File: src/rtl/c8x_pkg.sv
// ----------------------------------------------------------------------------
// CHIP-8 executor package
// Shared types, commands and state codes for the CHIP-8 instruction executor.
// ----------------------------------------------------------------------------
package c8x_pkg;

  localparam int MEM_BYTES   = 4096;
  localparam int MEM_AW      = 12;
  localparam int SCR_W       = 64;
  localparam int SCR_H       = 32;
  localparam int SCR_HW      = 5;
  localparam int STACK_DEPTH = 16;
  localparam int SP_W        = 4;

  localparam int IN_DATA_W  = 72;
  localparam int OUT_DATA_W = 88;

  localparam logic [1:0] CMD_EXEC  = 2'd0;
  localparam logic [1:0] CMD_WRMEM = 2'd1;
  localparam logic [1:0] CMD_RDROW = 2'd2;

  localparam logic [1:0] TMR_NONE  = 2'd0;
  localparam logic [1:0] TMR_DELAY = 2'd1;
  localparam logic [1:0] TMR_SOUND = 2'd2;

  typedef enum logic [3:0] {
    ST_IDLE,
    ST_DECODE,
    ST_CLEAR,
    ST_SPR_RD,
    ST_SPR_WAIT,
    ST_SPR_ROW,
    ST_BCD,
    ST_STORE,
    ST_LOAD_RD,
    ST_LOAD_WAIT,
    ST_LOAD_WR,
    ST_ROW_RD,
    ST_DONE
  } c8x_state_t;

  // Controller commands to the datapath.
  typedef struct packed {
    logic capture;     // latch input beat
    logic do_single;   // execute a simple instruction
    logic clr_init;    // reset counter to zero
    logic clr_row;     // clear screen row at counter
    logic spr_rd;      // issue memory read for sprite row at counter
    logic spr_row;     // xor sprite row into screen at counter
    logic bcd_wr;      // write bcd digit at counter
    logic st_wr;       // write register counter to memory
    logic ld_rd;       // issue memory read for register counter
    logic ld_wr;       // write loaded byte into register counter
    logic cnt_inc;     // advance counter
    logic row_rd;      // capture screen row
    logic out_load;    // load output register
  } c8x_cmd_t;

  typedef struct packed {
    logic [1:0] cmd;
    logic [3:0] op_hi;
    logic [7:0] kk;
    logic       is_cls;    // opcode is exactly the screen clear
    logic       cnt_last;
  } c8x_stat_t;

endpackage

File: src/rtl/c8x_ctrl.sv
// ----------------------------------------------------------------------------
// CHIP-8 executor controller
// Sequences the multi-cycle operations and the stream handshake.
// ----------------------------------------------------------------------------
module c8x_ctrl (
  input  logic              clk,
  input  logic              rst_n,
  input  logic              in_tvalid,
  output logic              in_tready,
  output logic              out_tvalid,
  input  logic              out_tready,
  input  c8x_pkg::c8x_stat_t stat,
  output c8x_pkg::c8x_cmd_t  cmd
);
  import c8x_pkg::*;

  c8x_state_t state_r, state_nxt;
  logic       ovalid_r, ovalid_nxt;
  logic       done;

  always_comb begin
    state_nxt = state_r;
    unique case (state_r)
      ST_IDLE: if (in_tvalid) state_nxt = ST_DECODE;
      ST_DECODE: begin
        state_nxt = ST_DONE;
        if (stat.cmd == CMD_RDROW) begin
          state_nxt = ST_ROW_RD;
        end else if (stat.cmd == CMD_EXEC) begin
          if (stat.is_cls) state_nxt = ST_CLEAR;
          else if (stat.op_hi == 4'hD) state_nxt = ST_SPR_RD;
          else if (stat.op_hi == 4'hF && stat.kk == 8'h33) state_nxt = ST_BCD;
          else if (stat.op_hi == 4'hF && stat.kk == 8'h55) state_nxt = ST_STORE;
          else if (stat.op_hi == 4'hF && stat.kk == 8'h65) state_nxt = ST_LOAD_RD;
        end
      end
      ST_CLEAR:     if (stat.cnt_last) state_nxt = ST_DONE;
      ST_SPR_RD:    state_nxt = stat.cnt_last ? ST_DONE : ST_SPR_WAIT;
      ST_SPR_WAIT:  state_nxt = ST_SPR_ROW;
      ST_SPR_ROW:   state_nxt = ST_SPR_RD;
      ST_BCD:       if (stat.cnt_last) state_nxt = ST_DONE;
      ST_STORE:     if (stat.cnt_last) state_nxt = ST_DONE;
      ST_LOAD_RD:   state_nxt = stat.cnt_last ? ST_DONE : ST_LOAD_WAIT;
      ST_LOAD_WAIT: state_nxt = ST_LOAD_WR;
      ST_LOAD_WR:   state_nxt = ST_LOAD_RD;
      ST_ROW_RD:    state_nxt = ST_DONE;
      ST_DONE:      if (!ovalid_r || out_tready) state_nxt = ST_IDLE;
      default:      state_nxt = ST_IDLE;
    endcase
  end

  assign done = (state_r == ST_DONE) && (!ovalid_r || out_tready);

  always_comb begin
    cmd = '0;
    in_tready = (state_r == ST_IDLE);
    cmd.capture = (state_r == ST_IDLE) && in_tvalid;
    unique case (state_r)
      ST_DECODE: begin
        cmd.clr_init = 1'b1;
        cmd.do_single = (stat.cmd != CMD_RDROW);
      end
      ST_CLEAR:   begin cmd.clr_row = 1'b1; cmd.cnt_inc = 1'b1; end
      ST_SPR_RD:  cmd.spr_rd = !stat.cnt_last;
      ST_SPR_ROW: begin cmd.spr_row = 1'b1; cmd.cnt_inc = 1'b1; end
      ST_BCD:     begin cmd.bcd_wr = 1'b1; cmd.cnt_inc = 1'b1; end
      ST_STORE:   begin cmd.st_wr = 1'b1; cmd.cnt_inc = 1'b1; end
      ST_LOAD_RD: cmd.ld_rd = !stat.cnt_last;
      ST_LOAD_WR: begin cmd.ld_wr = 1'b1; cmd.cnt_inc = 1'b1; end
      ST_ROW_RD:  cmd.row_rd = 1'b1;
      ST_DONE:    cmd.out_load = done;
      default:    ;
    endcase
  end

  always_comb begin
    ovalid_nxt = ovalid_r;
    if (ovalid_r && out_tready) ovalid_nxt = 1'b0;
    if (done) ovalid_nxt = 1'b1;
  end

  always_ff @(posedge clk) begin
    if (!rst_n) begin
      state_r  <= ST_IDLE;
      ovalid_r <= 1'b0;
    end else begin
      state_r  <= state_nxt;
      ovalid_r <= ovalid_nxt;
    end
  end

  assign out_tvalid = ovalid_r;

  a_ready_idle: assert property (@(posedge clk) disable iff (!rst_n)
    in_tready |-> state_r == ST_IDLE) else $error("ready outside idle");
  a_accept_decode: assert property (@(posedge clk) disable iff (!rst_n)
    (in_tvalid && in_tready) |=> state_r == ST_DECODE) else $error("no decode");
  a_done_valid: assert property (@(posedge clk) disable iff (!rst_n)
    cmd.out_load |=> out_tvalid) else $error("result lost");

endmodule

File: config.mk
export PLATFORM = sky130hd
export DESIGN_NAME = c8x_ctrl
export DESIGN_NICKNAME = d
export VERILOG_FILES = /design/src/rtl/c8x_pkg.sv /design/src/rtl/c8x_ctrl.sv
export SDC_FILE = /design/constraint.sdc
export NUM_CORES = 1
export LEC_CHECK = 0
export BUFFER_PORTS_ARGS = -buffer_cell sky130_fd_sc_hd__clkbuf_2
export CORE_UTILIZATION = 43
export DETAILED_ROUTE_END_ITERATION = 6
export PLACE_DENSITY = 0.81
export RECOVER_POWER = 50
export SLEW_MARGIN = 10
export SYNTH_ARGS = -nofsm -noshare
export SYNTH_HDL_FRONTEND = slang
export SYNTH_SLANG_ARGS = --single-unit
File: constraint.sdc
create_clock -name clk -period 1.8 [get_ports clk]
set_input_delay 0.18 -clock clk [delete_from_list [all_inputs] [get_ports clk]]
set_output_delay 0.18 -clock clk [all_outputs]
set_load 0.02 [all_outputs]
==> results of run 1 <==
==> sequential cells by signal (all words and copies together) (netlist names) <==
signal,flops
state_r,4
out_tvalid,1
==> stage by stage <==
stage                     std cells  cell area, µm²  utilization [%]  setup WS, ns  total power, µW
after detailed placement        138             808             60.6         0.259              962
after global placement          138             808             60.6         0.328              944
final                           142             828             62.1         0.177             1100
after floorplan                  94             632                -        0.0483              755
after global routing            142             828             62.1        0.0290             1180
after CTS                       142             835             62.6        0.0825             1100
==> layout make-up <==
cell class,count,share of cell area (%)
sequential,5,12.4
tap,15,2.27
clock buffer,4,3.17
multi-input combinational,77,57.7
timing repair buffer,37,22.7
inverter,4,1.81
==> power by group through the flow <==
stage                     Combinational (µW)  Clock (µW)  Sequential [µW]
after floorplan                          588           0              167
after global placement                   703           0              241
after detailed placement                 712           0              249
after CTS                                716         136              247
after global routing                     776         142              266
final                                    706         133              257
==> cell usage in the layout (no fill, tap or decap), types with 4 or more instances in the layout <==
cell type,Yosys,layout
clkbuf_2,0,30
nor2_1,12,12
a31oi_1,6,6
nor3_1,5,5
clkbuf_1,5,5
nor2b_1,4,4
nand2_1,4,4
nand2b_1,4,4
inv_1,4,4
a21oi_1,4,4
==> worst reg2reg max path, cell delays in order, from the launching register on <==
cell	delay (ns)
dfxtp_1	0.30
or4b_1	0.60
and2_0	0.19
o22a_1	0.21
a31oi_1	0.11
==> cell families after synthesis <==
family / count (synthesis) / synth area share, %
buffers and inverters: 12 / 8.00
multiplexers: 1 / 1.60
AND/OR/NAND/NOR: 51 / 47.8
flip-flops: 5 / 16.0
AO/OA/AOI/OAI: 25 / 26.6
==> layer usage <==
metal  GRT usage, %  share of wire (%)
met5              0                  0
met4           5.17               0.97
met3           6.67                4.7
met2           42.3                 49
met1           28.5                 46
==> timing repair <==
action	in CTS	in global routing
setup endpoints to repair	0	5
gates resized for setup	0	2
hold endpoints to repair	0	0
setup buffers	0	0
==> how the worst max path moves through the flow <==
stage                     from  depth (start not counted)    endpoint
detailed placement  state_r[2]                          3  state_r[0]
floorplan           state_r[3]                          4      cmd[4]
finish              state_r[0]                          6     cmd[11]
global route        state_r[0]                          6     cmd[11]
global placement    state_r[2]                          3  state_r[0]
CTS                 state_r[2]                          3      cmd[2]
==> results.md, run 1 <==
- Max_cap viols: 0
- CTS tree: done
- H-tree level count: 1
- Required @ worst endpoint: 1.62 ns
- Area of the multi-input gates: 478 µm²
- Initial DRC count: 15
- Per-cell routed wire length: 12.4 µm
- Die Height: 40.1 µm
- Diodes inserted: 0
- FF-to-FF End: state_r[2]
- DPL Wire Length: 1400 µm
- Final Hold Slack: 0.209 ns
- Via count: 838
- # DRC: 0
- Hold violation count in the final report: 0
- Period utilisation layout: 90.2%
- DRT Wirelength: 1750 µm
- Drt pass-1 iters: 4
- Synth cell types: 37
- # IOs: 35
- Yosys top cell by area: dfxtp_1
- CTS hold repair buffers: 0
- Initial Utilization: 46.9%
- Most common cell in the netlist: nor2_1
- Root buffer cell: clkbuf_4
- CP Capture Type: output pin
- Share of cells above drive strength 1: 30.7%
- Fmax: 616 MHz
- CP max FO: 12
- CP most frequent cell: buf_4
- Setup Crit Path Kind: reg -> out
- Count of final setup violators: 0
- Worst setup SP type: flip-flop
- Worst slew pin tran: 0.429 ns
- Clock network latency to the later pin of the worst-skew pair: 0.25 ns
- First-pass GRT wire length: 2620 µm
- Routed Antenna Nets: 0
- EDFF count, synth: 0
- Fillers: 140
- Logic pwr share: 64.4%
- Global route overflow: 0
- Critical Path AT: 1.44 ns
- Final GP Congestion: 0.814
- Max stage delay cell, worst path: dfxtp_1
- WP buf/inv: 3
- Vias in the first global route: 634
- Cell count after synthesis: 94
- Cell row count: 13
- Synth Net Count: 114
- Dominant cells by area after synthesis: dfxtp_1 (16%), nor2_1 (7.2%), a31oi_1 (6.0%)
- Largest vdd supply drop: 0.769 mV
- Clk pwr share: 12.2%
- Tmin final: 1.62 ns
- Largest net degree at the start of global routing: 20
- Core ar.: 1330 µm²
- Hold Path Sink: state_r[2]
- Hold crit path type: in -> reg
- Post-synthesis async set-or-reset flop share: 0%
- Sequential share of power: 23.4%
- Syn-to-layout area delta: 32.4%
- Die area: 1610 µm²
- Sw power: 565 µW
- Min-delay src: stat[11]
- Reg clk slew, reported paths: 0.05 ns
- Critical path's top delay family: buffers and inverters
- IO Port Bufs: 34
- Synth Flop Type: dfxtp_1
- Area fraction of the dominant cell type after synthesis: 16.0%
- Syn avg cell area: 6.66 µm²
- Power Dens Cells: 1320 nW/µm²
- Gr usage total: 24.0%
- Outcome: finished clean
- R2r startpoint: state_r[0]
- Clk_skew: 0.00588 ns
- Worst-case clock buffer depth: 2
- Via/cell ratio: 5.90
- TritonCTS Buffers: 3
- Register area share after synthesis: 16.0%
- Die width: 40.1 µm
- Worst-case reg-to-reg path depth: 4
- Crit-path cells: buf_4, nand2b_1, nor3_1, buf_4, and2_1, clkbuf_2
- Slowest stage delay, CP: 0.31 ns
- LEAKAGE: 0.000363 µW
- Slew Viols, Final: 0
- Int Power: 531 µW
- Unrepaired setup endpoints after global routing: false
- Register area: 103 µm²
- Initial antenna violation count: 0
- Syn. warnings: 0
- Max transition margin: 71.2%
- Internal reg-to-reg setup slack: 0.32 ns
- Sink Count: 5
- Fin nets: 148
- Top cells by count, synth: nor2_1 (12), a31oi_1 (6), clkbuf_1 (5), dfxtp_1 (5), nor3_1 (5)
- Setup TNS: 0 ns
- Mapped cell area: 626 µm²
- Switching share of total power: 51.6%
- Post-synthesis sequential element count: 5
- Min-Delay Path Depth: 3
No activity file was read; power rests on OpenSTA's default activity.
==> run 2, diff against run 1 <==
--- a/config.mk
+++ b/config.mk
@@ -6,9 +6,9 @@
 export NUM_CORES = 1
 export LEC_CHECK = 0
 export BUFFER_PORTS_ARGS = -buffer_cell sky130_fd_sc_hd__clkbuf_2
-export CORE_UTILIZATION = 43
+export CORE_UTILIZATION = 46
 export DETAILED_ROUTE_END_ITERATION = 6
-export PLACE_DENSITY = 0.81
+export PLACE_DENSITY = 0.86
 export RECOVER_POWER = 50
 export SLEW_MARGIN = 10
 export SYNTH_ARGS = -nofsm -noshare
==> constraint.sdc (replaced) <==
create_clock -name clk -period 1.89 [get_ports clk]
set_input_delay 0.189 -clock clk [delete_from_list [all_inputs] [get_ports clk]]
set_output_delay 0.189 -clock clk [all_outputs]
set_load 0.02 [all_outputs]
==> run 2 against run 1 <==
Sequential power decreased by 22%; flip-flop and latch count unchanged; power down 1.9%; critical path depth fell by 2; non-clock buffer count grew 1; highest routed layer unchanged; hold slack better by 0.015 ns; setup slack better by 0.020 ns; largest power group unchanged; final cell count did not move.
==> results.md, run 2 (same netlist as run 1, synthesis figures left out) <==
- Setup ws final: 0.197 ns
- Unrepaired setup endpoints after global routing: false
- Drt pass-1 iters: 4
- CP Capture Type: output pin
- Final GP Congestion: 0.931
- Commonest non-fill, non-tap cell in the layout: clkbuf_2
- Largest register FFs: 4
- Largest Register: state_r
- Met1 GRT Util: 31.0%
- Die Height: 38.9 µm
- Slowest stage delay, CP: 0.50 ns
- CP max FO: 11
- Root buffer cell: clkbuf_4
- Via/cell ratio: 5.87
- Syn-to-layout area delta: 33.6%
- DRT Wirelength: 1760 µm
- Tmin final: 1.69 ns
- Vias in the first global route: 708
- Period utilisation layout: 89.6%
- Sink Count: 5
- Critical path's top delay family: flip-flops
- Setup TNS: 0 ns
- Met3 usage: 8.67%
- Max transition margin: 75.6%
- Critical Path AT: 1.50 ns
- Die area: 1510 µm²
- WP depth: 4
- Setup crit start: state_r[2]
- Max stage delay cell, worst path: dfxtp_1
- Internal reg-to-reg setup slack: 0.42 ns
- LEAKAGE: 0.000367 µW
- Max_cap viols: 0
- Pre-CTS WS: 0.382 ns
- Worst-case reg-to-reg path depth: 4
- Initial antenna violation count: 0
- GR Layer Usage met2: 47.5%
- Clock network latency to the later pin of the worst-skew pair: 0.26 ns
- Required @ worst endpoint: 1.70 ns
- Cell row count: 12
- Reg clk slew, reported paths: 0.05 ns
- CTS tree: done
- Setup Crit Path Kind: reg -> out
- Hold crit path type: in -> reg
- R2r startpoint: state_r[0]
- Initial Utilization: 52.7%
- WP buf/inv: 2
- Core ar.: 1190 µm²
- Gr usage total: 27.8%
- Crit-path cells: buf_4, nand2_1, nor4_1, clkbuf_2
- Largest vdd supply drop: 0.776 mV
- Clk_skew: 0.0111 ns
- Count of final setup violators: 0
- Worst-case clock buffer depth: 2
- Share of cells above drive strength 1: 29.7%
- Per-cell routed wire length: 12.4 µm
- DPL Wire Length: 1400 µm
- Slew Viols, Final: 0
- Routed Antenna Nets: 0
- Top Usage Layer GRT: met2
- Power Dens Cells: 1290 nW/µm²
- IO Port Bufs: 34
- Outcome: finished clean
- Initial DRC count: 12
- Worst setup SP type: flip-flop
- Die width: 38.9 µm
- Largest net degree at the start of global routing: 14
- # IOs: 35
- CTS hold repair buffers: 0
- H-tree level count: 1
- Hold violation count in the final report: 0
- Fmax: 591 MHz
- CP endpoint: cmd[0]
- Worst slew pin tran: 0.362 ns
- Via count: 834
- Global route overflow: 0
- TritonCTS Buffers: 3
- Diodes inserted: 0
- Fin nets: 149
- # DRC: 0
- FF-to-FF End: state_r[2]
- Most frequent cells in the layout: clkbuf_2 (29), nor2_1 (12), a31oi_1 (6), clkbuf_1 (6), dfxtp_1 (5)
- First-pass GRT wire length: 2830 µm
run 2: changes by cell type in the layout (fill, tap and decap cells not counted):
cell / before / now
nor3_1: 5 / 4
nor3_2: 0 / 1
buf_4: 3 / 4
clkbuf_2: 30 / 29
clkbuf_1: 5 / 6
dfxtp_2: 2 / 0
dfxtp_1: 3 / 5
run 2: worst min path at each step:
stage                        start          to  cells past startpoint
after floorplan              rst_n  state_r[2]                      2
after global placement    stat[11]  state_r[2]                      3
after detailed placement  stat[11]  state_r[2]                      3
after CTS                 stat[11]  state_r[2]                      3
after global routing      stat[11]  state_r[2]                      3
final                     stat[11]  state_r[2]                      3
run 2: report_power, final:
part / total (µW) / internal [µW] / switching [µW]
clock network: 136 / 80.5 / 55.4
logic: 739 / 295 / 444
registers: 200 / 141 / 58.4
run 2: per-layer routing:
layer	routed length [µm]	vias up	share of wire, %
li1	-	419	-
met1	768	360	44
met2	819	45	47
met3	111	10	6.3
met4	59	0	3.4
met5	0	-	0
run 2: worst min-delay path, delay by kind of cell:
kind	cells	cell delay, ns
compound gates	1	0.07
simple gates	1	0.07
buf+inv	1	0.11
run 2: final cells by class:
cell class / instances / area, µm²
clock buffer: 4 / 26.3
timing repair buffer: 38 / 194
fill: 107 / 350
multi-input combinational: 77 / 483
tap: 14 / 17.5
inverter: 4 / 15.0
sequential: 5 / 100
run 2: stage by stage:
| step | instances | total power, µW | area [µm²] | hold slack [ns] | utilization, % |
|---|---|---|---|---|---|
| global placement | 138 | 916 | 815 | 0.486 | 68.7 |
| floorplan | 94 | 719 | 632 | 0.327 | - |
| detailed placement | 138 | 929 | 815 | 0.489 | 68.7 |
| global route | 142 | 1160 | 836 | 0.219 | 70.5 |
| finish | 142 | 1080 | 836 | 0.223 | 70.5 |
| CTS | 142 | 1070 | 841 | 0.204 | 70.9 |
run 2: timing repair:
item	4_1_cts	5_1_grt
buffers inserted	0	0
endpoints found under the setup margin	0	1
resized for setup	0	1
